## config.mk

```make
export PLATFORM = sky130hd
export DESIGN_NAME = internet_checksum_engine
export DESIGN_NICKNAME = d
export VERILOG_FILES = /design/src/hdl/ice_pkg.sv /design/src/hdl/ice_accum.sv /design/src/hdl/ice_final.sv /design/src/hdl/internet_checksum_engine.sv
export VERILOG_INCLUDE_DIRS = /design/src /design/src/hdl
export SDC_FILE = /design/constraint.sdc
export NUM_CORES = 1
export LEC_CHECK = 0
export BUFFER_PORTS_ARGS = -buffer_cell sky130_fd_sc_hd__buf_2
export CORE_ASPECT_RATIO = 0.5
export CORE_MARGIN = 2
export CORE_UTILIZATION = 45
export CTS_BUF_LIST = sky130_fd_sc_hd__clkbuf_16
export DETAILED_ROUTE_END_ITERATION = 8
export PLACE_DENSITY_LB_ADDON = 0.3
export SLEW_MARGIN = 10
export SYNTH_ARGS = -nofsm -noshare
export SYNTH_HDL_FRONTEND = slang
export SYNTH_SLANG_ARGS = --single-unit
export TNS_END_PERCENT = 50
```

## constraint.sdc

```tcl
create_clock -name clk -period 7.1 [get_ports clk]
set_input_delay 0.355 -clock clk [delete_from_list [all_inputs] [get_ports clk]]
set_output_delay 0.355 -clock clk [all_outputs]
set_load 0.05 [all_outputs]
```

## src/hdl/assert_macros.svh

```systemverilog
// Assertion helpers shared by the RTL.
// Each macro expects signals named clk and arst_n in the scope of use.
`ifndef ASSERT_MACROS_SVH
`define ASSERT_MACROS_SVH

`ifndef ASSERT_OFF

// The expression must hold at every clock edge outside reset.
`define ASSERT_ALWAYS(label, expr, msg) \
	label: assert property (@(posedge clk) disable iff (!arst_n) (expr)) else $error(msg);

// When the antecedent holds, the consequent must hold in the next cycle.
`define ASSERT_NEXT(label, ante, cons, msg) \
	label: assert property (@(posedge clk) disable iff (!arst_n) (ante) |=> (cons)) \
		else $error(msg);

`else

`define ASSERT_ALWAYS(label, expr, msg)
`define ASSERT_NEXT(label, ante, cons, msg)

`endif

`endif

```

## src/hdl/ice_pkg.sv

```systemverilog
package ice_pkg;

	localparam int WORD_W          = 16;
	localparam int BYTE_W          = 8;
	localparam int LENGTH_BITS_DEF = 16;
	localparam int PADDR_W         = 3;
	localparam int PDATA_W         = 32;

	localparam logic [WORD_W-1:0] UDP_PROTOCOL  = 16'd17;
	localparam logic [WORD_W-1:0] OFFSET_RESET  = 16'd10;

	// Register select taken from paddr[2] (registers sit 4 bytes apart)
	localparam logic REG_UDP_MODE    = 1'b0;
	localparam logic REG_CSUM_OFFSET = 1'b1;

	// Hand-over from the accumulate stage to the final combine stage
	typedef struct packed {
		logic [WORD_W-1:0] sum;
		logic [WORD_W-1:0] length;
		logic              udp;
	} final_req_t;

	// 16-bit ones'-complement add with end-around carry
	function automatic logic [WORD_W-1:0] ones_add(input logic [WORD_W-1:0] a,
			input logic [WORD_W-1:0] b);
		logic [WORD_W:0] s;
		s = {1'b0, a} + {1'b0, b};
		return s[WORD_W-1:0] + {{(WORD_W-1){1'b0}}, s[WORD_W]};
	endfunction

endpackage

```

## src/hdl/ice_accum.sv

```systemverilog
module ice_accum #(
	parameter int LENGTH_BITS = 16
) (
	input  logic                        clk,
	input  logic                        arst_n,
	input  logic                        s_tvalid,
	output logic                        s_tready,
	input  logic [ice_pkg::BYTE_W-1:0]  s_tdata,
	input  logic                        s_tuser,
	input  logic                        s_tlast,
	input  logic                        udp_mode,
	input  logic [ice_pkg::WORD_W-1:0]  checksum_offset,
	output logic                        req_valid,
	input  logic                        req_ready,
	output ice_pkg::final_req_t         req
);
	import ice_pkg::*;

	localparam logic [LENGTH_BITS-1:0] CNT_MAX = '1;

	logic              valid_s1;
	logic [BYTE_W-1:0] byte_s1;
	logic              pseudo_s1;
	logic              last_s1;

	logic [WORD_W-1:0]      acc_q;
	logic [BYTE_W-1:0]      pend_q;
	logic                   odd_q;
	logic [LENGTH_BITS-1:0] count_q;

	logic                   adv;
	logic                   counted;
	logic                   hit;
	logic [WORD_W:0]        offset_p1;
	logic [BYTE_W-1:0]      byte_eff;
	logic [WORD_W-1:0]      word;
	logic [WORD_W-1:0]      sum_w;
	logic [LENGTH_BITS-1:0] count_n;

	// A non-final byte only updates state; a final one needs room downstream.
	assign adv      = valid_s1 && (!last_s1 || req_ready);
	assign s_tready = !valid_s1 || adv;

	assign counted   = !pseudo_s1 && (count_q != CNT_MAX);
	assign offset_p1 = {1'b0, checksum_offset} + {{WORD_W{1'b0}}, 1'b1};
	assign hit       = counted && ((WORD_W'(count_q) == checksum_offset) ||
			({1'b0, WORD_W'(count_q)} == offset_p1));
	assign byte_eff  = hit ? '0 : byte_s1;
	// On an even position the byte can only be added now if it is the last
	// one, and then it is the high byte of a zero-padded word.
	assign word      = odd_q ? {pend_q, byte_eff} : {byte_eff, {BYTE_W{1'b0}}};
	assign sum_w     = ones_add(acc_q, word);
	assign count_n   = counted ? count_q + {{(LENGTH_BITS-1){1'b0}}, 1'b1} : count_q;

	assign req_valid  = valid_s1 && last_s1;
	assign req.sum    = sum_w;
	assign req.length = WORD_W'(count_n);
	assign req.udp    = udp_mode;

	always_ff @(posedge clk or negedge arst_n) begin
		if (!arst_n) begin
			valid_s1 <= 1'b0;
		end else if (s_tvalid && s_tready) begin
			valid_s1 <= 1'b1;
		end else if (adv) begin
			valid_s1 <= 1'b0;
		end
	end

	always_ff @(posedge clk) begin
		if (s_tvalid && s_tready) begin
			byte_s1   <= s_tdata;
			pseudo_s1 <= s_tuser;
			last_s1   <= s_tlast;
		end
	end

	always_ff @(posedge clk or negedge arst_n) begin
		if (!arst_n) begin
			acc_q   <= '0;
			pend_q  <= '0;
			odd_q   <= 1'b0;
			count_q <= '0;
		end else if (adv) begin
			if (last_s1) begin
				acc_q   <= '0;
				pend_q  <= '0;
				odd_q   <= 1'b0;
				count_q <= '0;
			end else begin
				count_q <= count_n;
				if (odd_q) begin
					acc_q  <= sum_w;
					pend_q <= '0;
					odd_q  <= 1'b0;
				end else begin
					pend_q <= byte_eff;
					odd_q  <= 1'b1;
				end
			end
		end
	end

endmodule

```

## src/hdl/ice_final.sv

```systemverilog
module ice_final (
	input  logic                        clk,
	input  logic                        arst_n,
	input  logic                        req_valid,
	output logic                        req_ready,
	input  ice_pkg::final_req_t         req,
	output logic                        m_tvalid,
	input  logic                        m_tready,
	output logic [2*ice_pkg::WORD_W-1:0] m_tdata
);
	import ice_pkg::*;

	logic        valid_s2;
	final_req_t  req_s2;
	logic        out_valid_q;
	logic [WORD_W-1:0] csum_q;
	logic [WORD_W-1:0] len_q;

	logic              out_free;
	logic [WORD_W+1:0] total;
	logic [WORD_W:0]   fold1;
	logic [WORD_W-1:0] fold2;
	logic [WORD_W-1:0] result;

	assign out_free  = !out_valid_q || m_tready;
	assign req_ready = !valid_s2 || out_free;

	// Three-term ones'-complement sum, folded twice to 16 bits
	assign total  = {2'b00, req_s2.sum} + {2'b00, UDP_PROTOCOL} + {2'b00, req_s2.length};
	assign fold1  = {1'b0, total[WORD_W-1:0]} + {{(WORD_W-1){1'b0}}, total[WORD_W+1:WORD_W]};
	assign fold2  = fold1[WORD_W-1:0] + {{(WORD_W-1){1'b0}}, fold1[WORD_W]};
	assign result = req_s2.udp ? fold2 : req_s2.sum;

	always_ff @(posedge clk or negedge arst_n) begin
		if (!arst_n) begin
			valid_s2 <= 1'b0;
		end else if (req_valid && req_ready) begin
			valid_s2 <= 1'b1;
		end else if (out_free) begin
			valid_s2 <= 1'b0;
		end
	end

	always_ff @(posedge clk) begin
		if (req_valid && req_ready) begin
			req_s2 <= req;
		end
	end

	always_ff @(posedge clk or negedge arst_n) begin
		if (!arst_n) begin
			out_valid_q <= 1'b0;
		end else if (out_free) begin
			out_valid_q <= valid_s2;
		end
	end

	always_ff @(posedge clk) begin
		if (out_free && valid_s2) begin
			csum_q <= ~result;
			len_q  <= req_s2.length;
		end
	end

	assign m_tvalid = out_valid_q;
	assign m_tdata  = {len_q, csum_q};

endmodule

```

## src/hdl/internet_checksum_engine.sv

```systemverilog
// Internet checksum engine: streams packet bytes and returns the 16-bit
// ones'-complement checksum of the region together with its counted length.
// Input channel (s_*): one byte per beat in s_tdata; s_tuser marks a
// pseudo-header address byte, which is summed but not counted; s_tlast marks
// the final byte of a packet region. Output channel (m_*): one beat per
// region, carrying the complemented folded sum and the saturating length.
// Configuration goes through the APB port: udp_mode at address 0 and
// checksum_offset at address 4. Write them only while no packet is in flight.
// Throughput is one byte per cycle while s_tready is high; the single 16-bit end-around
// add of the accumulate stage sets that figure. The edge that accepts the last byte
// of a region loads the input register; the combine register and then the output
// register take the result in turn, and the output register raises m_tvalid.
// Reset clears the running sum, pairing state and count, sets udp_mode to 0
// and checksum_offset to 10. When the receiver stalls, the result holds in
// the output register and the combine stage, and bytes keep being accepted
// until a further last byte finds no room; then s_tready drops.
module internet_checksum_engine #(
	parameter int LENGTH_BITS = ice_pkg::LENGTH_BITS_DEF
) (
	input  logic                          clk,
	input  logic                          arst_n,
	// Input stream
	input  logic                          s_tvalid,
	output logic                          s_tready,
	input  logic [ice_pkg::BYTE_W-1:0]    s_tdata,  // [7:0] data_byte
	input  logic                          s_tuser,  // [0] pseudo_byte
	input  logic                          s_tlast,
	// Result stream
	output logic                          m_tvalid,
	input  logic                          m_tready,
	output logic [2*ice_pkg::WORD_W-1:0]  m_tdata,  // [15:0] checksum, [31:16] segment_length
	// APB configuration port
	input  logic                          psel,
	input  logic                          penable,
	input  logic                          pwrite,
	input  logic [ice_pkg::PADDR_W-1:0]   paddr,
	input  logic [ice_pkg::PDATA_W-1:0]   pwdata,
	output logic [ice_pkg::PDATA_W-1:0]   prdata,
	output logic                          pready
);
	import ice_pkg::*;

`include "assert_macros.svh"

	logic              udp_mode_q;
	logic [WORD_W-1:0] csum_offset_q;
	logic              cfg_wr;

	logic       req_valid;
	logic       req_ready;
	final_req_t req;

	// The bus never waits; a write lands on the access cycle.
	assign pready = 1'b1;
	assign cfg_wr = psel && penable && pwrite;

	always_ff @(posedge clk or negedge arst_n) begin
		if (!arst_n) begin
			udp_mode_q    <= 1'b0;
			csum_offset_q <= OFFSET_RESET;
		end else if (cfg_wr) begin
			case (paddr[2])
				REG_UDP_MODE:    udp_mode_q    <= pwdata[0];
				REG_CSUM_OFFSET: csum_offset_q <= pwdata[WORD_W-1:0];
				default: ;
			endcase
		end
	end

	always_comb begin
		case (paddr[2])
			REG_UDP_MODE:    prdata = {{(PDATA_W-1){1'b0}}, udp_mode_q};
			REG_CSUM_OFFSET: prdata = {{(PDATA_W-WORD_W){1'b0}}, csum_offset_q};
			default:         prdata = '0;
		endcase
	end

	// Byte pairing, offset blanking, counting and the running sum.
	ice_accum #(
		.LENGTH_BITS(LENGTH_BITS)
	) u_accum (
		.clk             (clk),
		.arst_n          (arst_n),
		.s_tvalid        (s_tvalid),
		.s_tready        (s_tready),
		.s_tdata         (s_tdata),
		.s_tuser         (s_tuser),
		.s_tlast         (s_tlast),
		.udp_mode        (udp_mode_q),
		.checksum_offset (csum_offset_q),
		.req_valid       (req_valid),
		.req_ready       (req_ready),
		.req             (req)
	);

	// UDP terms, folding, complement and the output register.
	ice_final u_final (
		.clk       (clk),
		.arst_n    (arst_n),
		.req_valid (req_valid),
		.req_ready (req_ready),
		.req       (req),
		.m_tvalid  (m_tvalid),
		.m_tready  (m_tready),
		.m_tdata   (m_tdata)
	);

	// A finished region waiting for the combine stage must not be dropped.
	`ASSERT_NEXT(a_req_held, req_valid && !req_ready, req_valid, "final request dropped")
	// A last byte waiting for room always holds the input back.
	`ASSERT_ALWAYS(a_stall_need, !s_tready || !(req_valid && !req_ready), "input not held")
	// Input back-pressure only comes from a last byte waiting for room.
	`ASSERT_ALWAYS(a_stall_src, s_tready || (req_valid && !req_ready), "input stalled")
	// A draining output register always frees the combine stage.
	`ASSERT_ALWAYS(a_drain_ready, !m_tready || req_ready, "combine stage blocked")

endmodule
```

==> results of run 1 <==
==> sequential cells by signal, indices dropped and copies added (netlist names), 8 cells and up <==
name	flops
u_accum.count_q	16
u_accum.byte_s1	8
u_final.csum_q	16
u_final.len_q	16
u_accum.acc_q	16
u_final.req_s2	33
u_accum.pend_q	8
csum_offset_q	16
==> layer usage <==
metal / track usage, % / vias up
li1: - / 3434
met1: 32.1 / 3333
met2: 29.3 / 225
met3: 4.55 / 8
met4: 3.37 / 0
met5: 0 / -
==> cells in the final DEF, fill, tap and decap left out, types with 15 or more instances in the layout <==
master / Yosys / routed
sky130_fd_sc_hd__mux2_2: 19 / 19
sky130_fd_sc_hd__xor2_1: 33 / 33
sky130_fd_sc_hd__and3_1: 22 / 22
sky130_fd_sc_hd__conb_1: 2 / 17
sky130_fd_sc_hd__a21o_1: 15 / 15
sky130_fd_sc_hd__nand3_1: 27 / 27
sky130_fd_sc_hd__edfxtp_1: 75 / 75
sky130_fd_sc_hd__a22o_1: 31 / 31
sky130_fd_sc_hd__a21oi_1: 29 / 29
sky130_fd_sc_hd__buf_2: 3 / 83
sky130_fd_sc_hd__nor2_1: 49 / 48
sky130_fd_sc_hd__and2_1: 28 / 28
sky130_fd_sc_hd__nand2_1: 53 / 53
sky130_fd_sc_hd__mux2i_1: 15 / 15
sky130_fd_sc_hd__inv_1: 20 / 21
sky130_fd_sc_hd__xnor2_1: 69 / 69
sky130_fd_sc_hd__buf_4: 17 / 24
sky130_fd_sc_hd__o21ai_0: 38 / 37
sky130_fd_sc_hd__dfrtp_1: 59 / 59
sky130_fd_sc_hd__nand4_1: 21 / 21
sky130_fd_sc_hd__clkbuf_16: 0 / 17
sky130_fd_sc_hd__ha_1: 41 / 40
==> area by class of cell <==
type,count,share of cell area [%]
flip-flops and latches,136,36.2
repair buffers,107,5.71
well taps,266,3.19
clock inverters,15,1.07
clock buffers,17,4.08
multi-input cells,690,49.0
inverters,20,0.720
==> timing repair <==
item | CTS | global route
resized for setup | 0 | 6
endpoints found under the setup margin | 0 | 4
hold buffers | 0 | 0
==> cells by family (layout without fill, tap and decap cells) <==
| kind of cell | Yosys count | after routing | share of synthesized area [%] |
|---|---|---|---|
| fa+ha+maj | 45 | 45 | 6.36 |
| mux | 34 | 34 | 3.97 |
| xor+xnor | 109 | 109 | 11.1 |
| compound gates | 201 | 201 | 16.4 |
| flops | 136 | 136 | 41.2 |
| simple gates | 284 | 284 | 17.0 |
| buf+inv | 76 | 159 | 3.85 |
| other cells | 2 | 17 | 0.0819 |
==> per-stage QoR <==
step	total power [mW]	hold WS (ns)
floorplan	1.83	0.0594
global placement	2.05	0.473
detailed placement	2.07	0.469
CTS	2.89	0.0963
global route	3.04	0.0908
finish	2.89	0.0865
==> worst paths after layout <==
path,startpoint,endpoint,slack (ns),cells past startpoint
max in group asynchronous,arst_n,u_accum.count_q[15],6.47,2
max,csum_offset_q[1],u_accum.acc_q[15],0.54,31
min reg2reg,u_final.req_s2[8],u_final.len_q[7],0.48,0
min in group clk,s_tdata[4],u_accum.byte_s1[4],0.11,1
max reg2reg,csum_offset_q[1],u_accum.acc_q[15],0.54,31
min,arst_n,csum_offset_q[8],0.09,2
==> power breakdown <==
part / switching [mW] / leakage, nW / total, mW / internal (mW)
combinational: 0.638 / 2.60 / 1.03 / 0.394
clock: 0.340 / 0.273 / 0.815 / 0.475
sequential: 0.0973 / 1.51 / 1.04 / 0.945
==> metrics list, run 1 <==
- Detailed placement HPWL: 16.7 mm
* Area of the die: 21,600 um^2
* Data arrival time of the worst path: 6.87 ns
- The congestion estimate from routability-driven global placement came to 0.909.
- Synth area leader: sky130_fd_sc_hd__edfxtp_1
- The via count of the first global-routing pass came to 6,492.
- Counting flops and latches in the post-synthesis netlist gives 136.
* Synthesized instance count: 887
- Registers take 3780 um^2.
- Kind of end point of the critical path: flip-flop
* Placeable core area: 19,700 um^2
* Share of the cycle needed by the critical path after routing: 92.4%
* Share of final-layout standard cells stronger than drive strength 1: 19.6%
- Cell area after placement: 9880 um^2
* Category of cells accounting for the largest share of critical-path delay: compound AO/OA/AOI/OAI gates
- In this run the mean area of a mapped cell was 10.3 um^2.
- Number of fill cells in the layout: 1,750
- Final hold violation count: 0
- WL met1: 11.1 mm
- Standby leakage power: 4.38 nW
* Finished Layout Cells: 1,251
- On the critical path, the stage with the largest delay is an instance of sky130_fd_sc_hd__dfstp_2.
* CTS tree: built
* Total wirelength of the detailed-routed design: 21.8 mm
- Fraction of synthesis flops using an asynchronous set or reset pin: 44.9%
- CTS clk-pin slew, worst paths: 0.06 ns
* Sequential cell area fraction in the yosys report: 41.2%
- For this configuration, the core starts out at a cell density of 46.5%.
- Average detailed-routed wire length per instance: 17.4 um
* Biggest cell delay along the critical path: 0.59 ns
- In the routed layout, each cell is associated on average with a via count of 5.60.
* Category of the critical setup timing path: reg -> reg
- DP Cell Count: 1,219
- Worst-Margin Slew: 1.06 ns
- Final Instance Area: 10,400 um^2
- Vias after detailed routing: 7,000
* First-pass iteration count of the detailed router: 5
- Count of buffers inserted at the top-level ports: 83
* Biggest area contributors in the synthesized netlist: sky130_fd_sc_hd__edfxtp_1 25%, sky130_fd_sc_hd__dfrtp_1 16%, sky130_fd_sc_hd__xnor2_1 6.6%, sky130_fd_sc_hd__ha_1 5.6%, sky130_fd_sc_hd__xor2_1 3.2%
- The top cell type by area accounts for 24.6% of the synthesized area.
- The number of antenna violations at the first check in global routing was 0.
* Power per cell area: 277 nW/um^2
- Yosys printed 0 warnings.
* Clock tree root buffer cell: sky130_fd_sc_hd__clkbuf_16
- Detailed routing placed a total of 1.35 mm of wire on met3.
* Setup violation total in the final timing report: 0
- Fin util: 52.9%
- Along the worst path, the maximum fanout reaches 24.
- For this run, the post-layout net count is 1,068.
- The worst hold path belongs to the class in -> async.
* Number of slew-limit violations in the final report: 0
* Crit path launch type: flip-flop
- Row generation in the floorplan step produced 36 rows.
- Cell with the most instances after synthesis: sky130_fd_sc_hd__edfxtp_1
* Number of I/O pins: 119
- Counting every sink on the clock net gives 136.
* Clock latency at the later pin of the worst-skew pair: 0.42 ns
- Area used by multi-input combinational logic: 5110 um^2
- Across the VDD grid, the largest voltage drop is 0.209 mV.
- DIE WIDTH: 206 um
* Count of cell types in the netlist: 87
- The commonest cells after synthesis are 75 x sky130_fd_sc_hd__edfxtp_1, 69 x sky130_fd_sc_hd__xnor2_1, 59 x sky130_fd_sc_hd__dfrtp_1.
- Data on the critical path is required at its endpoint by 7.41 ns.
- Number of buffers inserted during clock tree synthesis: 17
- For this block, the initial DRC count from the detailed router was 490.
* Die Height: 105 um
* Final ANT Viol Nets: 0
* Level count of the clock H-tree: 4
- Clock skew on the completed layout was measured at 0.00680 ns.
- Setup repair bufs after CTS: 0
- The longest clock path from root to sink contains 2 buffers.
* Top layer used by detailed routing: met4
* Post-layout min period: 6.56 ns
* Predominant post-synthesis flop cell: sky130_fd_sc_hd__edfxtp_1
- Counting both buffers and inverters, the worst setup path holds a total of 1.
- Entering global routing, the biggest net connects 62 pins.
- After detailed routing, the met2 layer carries 9.30 mm of wire.
- DP Worst Slack: 0.412 ns
* First-pass GRT wire length: 34.4 mm
- Total global routing overflow: 0
* Area delta synth->final: 13.8%
- Number of maximum-capacitance constraint violations: 0
* Run status: complete, no violations
- Upper clock frequency limit: 0.152 GHz
* TNS Setup: 0 ns
* Post-route worst setup slack: 0.539 ns
* RSZ-0062 raised after global routing: no
* Antenna fix cells: 0
- Counting flops with a built-in enable in the synthesized netlist gives 75.
* Total Routing Usage GR: 20.6%
- After detailed routing, the number of remaining DRC violations is 0.
- Summing every instance area after synthesis gives 9170 um^2.
* Worst rel slew slack: 29.6%
No activity file was read; power rests on OpenSTA's default activity.
==> run 2: changes to the inputs <==
--- a/config.mk
+++ b/config.mk
@@ -9,7 +9,7 @@
 export BUFFER_PORTS_ARGS = -buffer_cell sky130_fd_sc_hd__buf_2
 export CORE_ASPECT_RATIO = 0.5
 export CORE_MARGIN = 2
-export CORE_UTILIZATION = 45
+export CORE_UTILIZATION = 51
 export CTS_BUF_LIST = sky130_fd_sc_hd__clkbuf_16
 export DETAILED_ROUTE_END_ITERATION = 8
 export PLACE_DENSITY_LB_ADDON = 0.3
==> metrics list, run 2 (same netlist as run 1, synthesis figures left out) <==
- The flow ran to the end, and the final reports show no timing, DRC or antenna violations.
* RSZ-0062 raised after global routing: no
- The setup clock skew after layout came to 0.0134 ns (+0.00658 ns).
* Biggest cell delay along the critical path: 0.52 ns (-0.07 ns)
* Share of final-layout standard cells stronger than drive strength 1: 20.3% (+0.67 points)
* Crit Path Max Fanout: 6 (-75%)
- The first-pass GRT wire length was 36.1 mm (+4.8%).
- The worst setup path is launched from a flip-flop.
- Area delta synth->final: 14.0%
- The power density relative to cell area was 284 nW/um^2 (+2.5%).
* Leading cell type in the layout, fill and taps excluded: sky130_fd_sc_hd__buf_2
* Detailed placement HPWL: 16.9 mm (+1.2%)
* Design internal power: 1.84 mW (+1.2%)
* Data arrival time of the worst path: 6.78 ns (-0.09 ns)
* Register with the highest flop count: u_final.req_s2
* Required time reported for the critical path endpoint: 7.24 ns (-0.17 ns)
* Number of slew-limit violations in the final report: 0 (unchanged)
- Maximum vdd ir drop: 0.209 mV (about the same)
- The total of buffers placed on input and output ports is 83 (unchanged).
- Net count, final: 1,065 (-0.28%)
* Clock latency at the later pin of the worst-skew pair: 0.43 ns (about the same)
* Number of global-route vias before repair: 6,753 (+4.0%)
* Total wirelength of the detailed-routed design: 22.4 mm (+2.7%)
* Num rows: 34 (-5.6%)
- CTS sink count: 136 (unchanged)
* Reg-to-reg critical path endpoint: u_final.csum_q[14]
- Number of fill cells in the layout: 1,420 (-19%)
- Number of design rule violations left after detail routing: 0 (unchanged)
* FF-to-FF path depth: 27 (-13%)
- HP Class: in -> async
* Category of cells accounting for the largest share of critical-path delay: simple AND/OR/NAND/NOR gates
- Placeable core area: 17,500 um^2 (-11%)
- The highest clock frequency the design can meet came to 0.151 GHz (-1.2%).
- Clock tree root buffer cell: sky130_fd_sc_hd__clkbuf_16
- The final worst hold slack came to 0.0613 ns (-0.0252 ns).
* CTS clk-pin slew, worst paths: 0.07 ns (about the same)
- The die extent in y came to 98.8 um (-5.8%).
- Area of the die: 19,100 um^2 (-11%)
- The remaining antenna violation count after routing came to 0 (unchanged).
- Setup violation total in the final timing report: 0 (unchanged)
- Vias after detailed routing: 7,196 (+2.8%)
- Net switching power: 1.13 mW (+5.3%)
* Total Routing Usage GR: 23.9% (+3.3 points)
- Standard cell with the maximum stage delay on the critical path: sky130_fd_sc_hd__or4_4
- Worst setup slack for register-to-register paths: 0.46 ns (-0.08 ns)
- TritonCTS built the clock tree.
* Total global routing overflow: 0 (unchanged)
- The utilization of the core after routing was 59.8% (+6.9 points).
- Antenna fix cells: 0 (unchanged)
- The clock share of power is 29.8% (+1.6 points).
* Level count of the clock H-tree: 4 (unchanged)
- Number of maximum-capacitance constraint violations: 0 (unchanged)
* Share of the cycle needed by the critical path after routing: 93.5% (+1.1 points)
* Average detailed-routed wire length per instance: 18.4 um (+5.7%)
- The worst setup path is captured at a flip-flop.
- The largest net degree at the start of global routing came to 62 (unchanged).
- The relative max-transition margin came to 30.1% (+0.50 points).
* Fraction of power spent switching nets: 38.1% (+0.94 points)
* Category of the critical setup timing path: reg -> reg
* TNS Setup: 0 ns (unchanged)
- First-iteration detailed-routing DRC count: 531 (+8.4%)
- Final hold violation count: 0 (unchanged)
* GPL Wtd Cong: 0.886 (-2.5%)
- The x dimension of the die is 194 um (-5.9%).
- Worst-Margin Slew: 1.05 ns (-0.00753 ns)
- Largest register FFs: 33 (unchanged)
* Post-layout min period: 6.64 ns (+0.0794 ns)
- Number of vias per cell after detailed routing: 5.92 (+5.8%)
- Buffering stage count on the worst path with inverters included: 0 (-1)
* Critical register-to-register path startpoint: u_final.req_s2[17]
* Standby leakage power: 4.39 nW (about the same)
* Most used cell along the critical path: sky130_fd_sc_hd__ha_1
- The first-pass iteration count of the detailed router is 5 (unchanged).
* Portion of total power attributed to sequential cells: 35.1% (-1.0 points)
* Number of buffers inserted during clock tree synthesis: 17 (unchanged)
- Cell area after placement: 9820 um^2 (-0.63%)
- Final Instance Area: 10,500 um^2 (+0.20%)
- The number of antenna violations at the first check in global routing came to 0 (unchanged).
* Maximum number of buffers from clock root to sink: 2 (unchanged)
- Portion of total power attributed to combinational logic: 35.1% (-0.6 points)
* Starting Density: 52.5% (+6.0 points)
- Most frequent cells in the layout: 83 x sky130_fd_sc_hd__buf_2, 75 x sky130_fd_sc_hd__edfxtp_1, 69 x sky130_fd_sc_hd__xnor2_1, 59 x sky130_fd_sc_hd__dfrtp_1, 53 x sky130_fd_sc_hd__nand2_1
* Number of I/O pins: 119 (unchanged)
## run 2: cell types whose count changed in the layout (fill, tap and decap cells not counted), moves of 3 or more
cell,before,now
sky130_fd_sc_hd__inv_6,1,6
sky130_fd_sc_hd__clkinv_1,4,0
sky130_fd_sc_hd__buf_4,24,21
sky130_fd_sc_hd__clkinv_2,3,0
sky130_fd_sc_hd__inv_8,0,3
## run 2: worst reg2reg max path: cells and delay by family, from the launching register on
family	cells	cell delay, ns
AOI/OAI and AO/OA	6	1.33
and+or+nand+nor	11	2.48
xor gates and xnor gates	3	0.46
adders and majority gates	6	1.53
muxes	1	0.09
DFF	1	0.46
## run 2: timing repair
action                                  in CTS  in global routing
gates resized for setup                      0                 12
endpoints found under the setup margin       0                 23
buffers inserted                             0                  0
hold buffers                                 0                  0
## run 2: final cells by class
| cell class | instances | area (um^2) | share of cell area [%] |
|---|---|---|---|
| clock buffers | 17 | 425 | 4.07 |
| flip-flops and latches | 136 | 3780 | 36.2 |
| repair buffers | 104 | 573 | 5.48 |
| inverters | 20 | 75.1 | 0.718 |
| multi-input cells | 690 | 5150 | 49.2 |
| well taps | 234 | 293 | 2.80 |
| clock inverters | 15 | 160 | 1.53 |
## run 2: worst max path at each step
stage,end,startpoint,slack (ns),cells past startpoint
finish,u_final.csum_q[14],u_final.req_s2[17],0.46,27
global route,u_final.csum_q[14],u_final.req_s2[17],0.02,27
CTS,u_accum.acc_q[15],csum_offset_q[1],0.18,29
detailed placement,u_accum.acc_q[15],csum_offset_q[1],0.21,29
global placement,u_accum.acc_q[15],csum_offset_q[1],0.29,29
floorplan,u_final.csum_q[14],u_final.req_s2[17],0.72,28
## run 2: power groups by stage
stage               clock network, mW  registers, mW  logic (mW)
finish                          0.884           1.04        1.04
floorplan                           0           1.07       0.762
detailed placement                  0           1.06        1.02
global route                    0.933           1.05        1.14
global placement                    0           1.05       0.991
CTS                             0.890           1.04        1.03
## run 2: through the flow
stage / power (mW) / setup slack, ns / cells
after floorplan: 1.83 / 0.723 / 902
after global placement: 2.04 / 0.288 / 1184
after detailed placement: 2.07 / 0.210 / 1184
after CTS: 2.96 / 0.177 / 1216
after global routing: 3.13 / 0.0233 / 1216
final: 2.97 / 0.460 / 1216
## run 2: routing by layer
layer | global-route usage (%) | wire length (um)
met1 | 36.0 | 11100
met5 | 0 | 0
met2 | 35.5 | 9550
met4 | 6.05 | 277
met3 | 4.59 | 1510
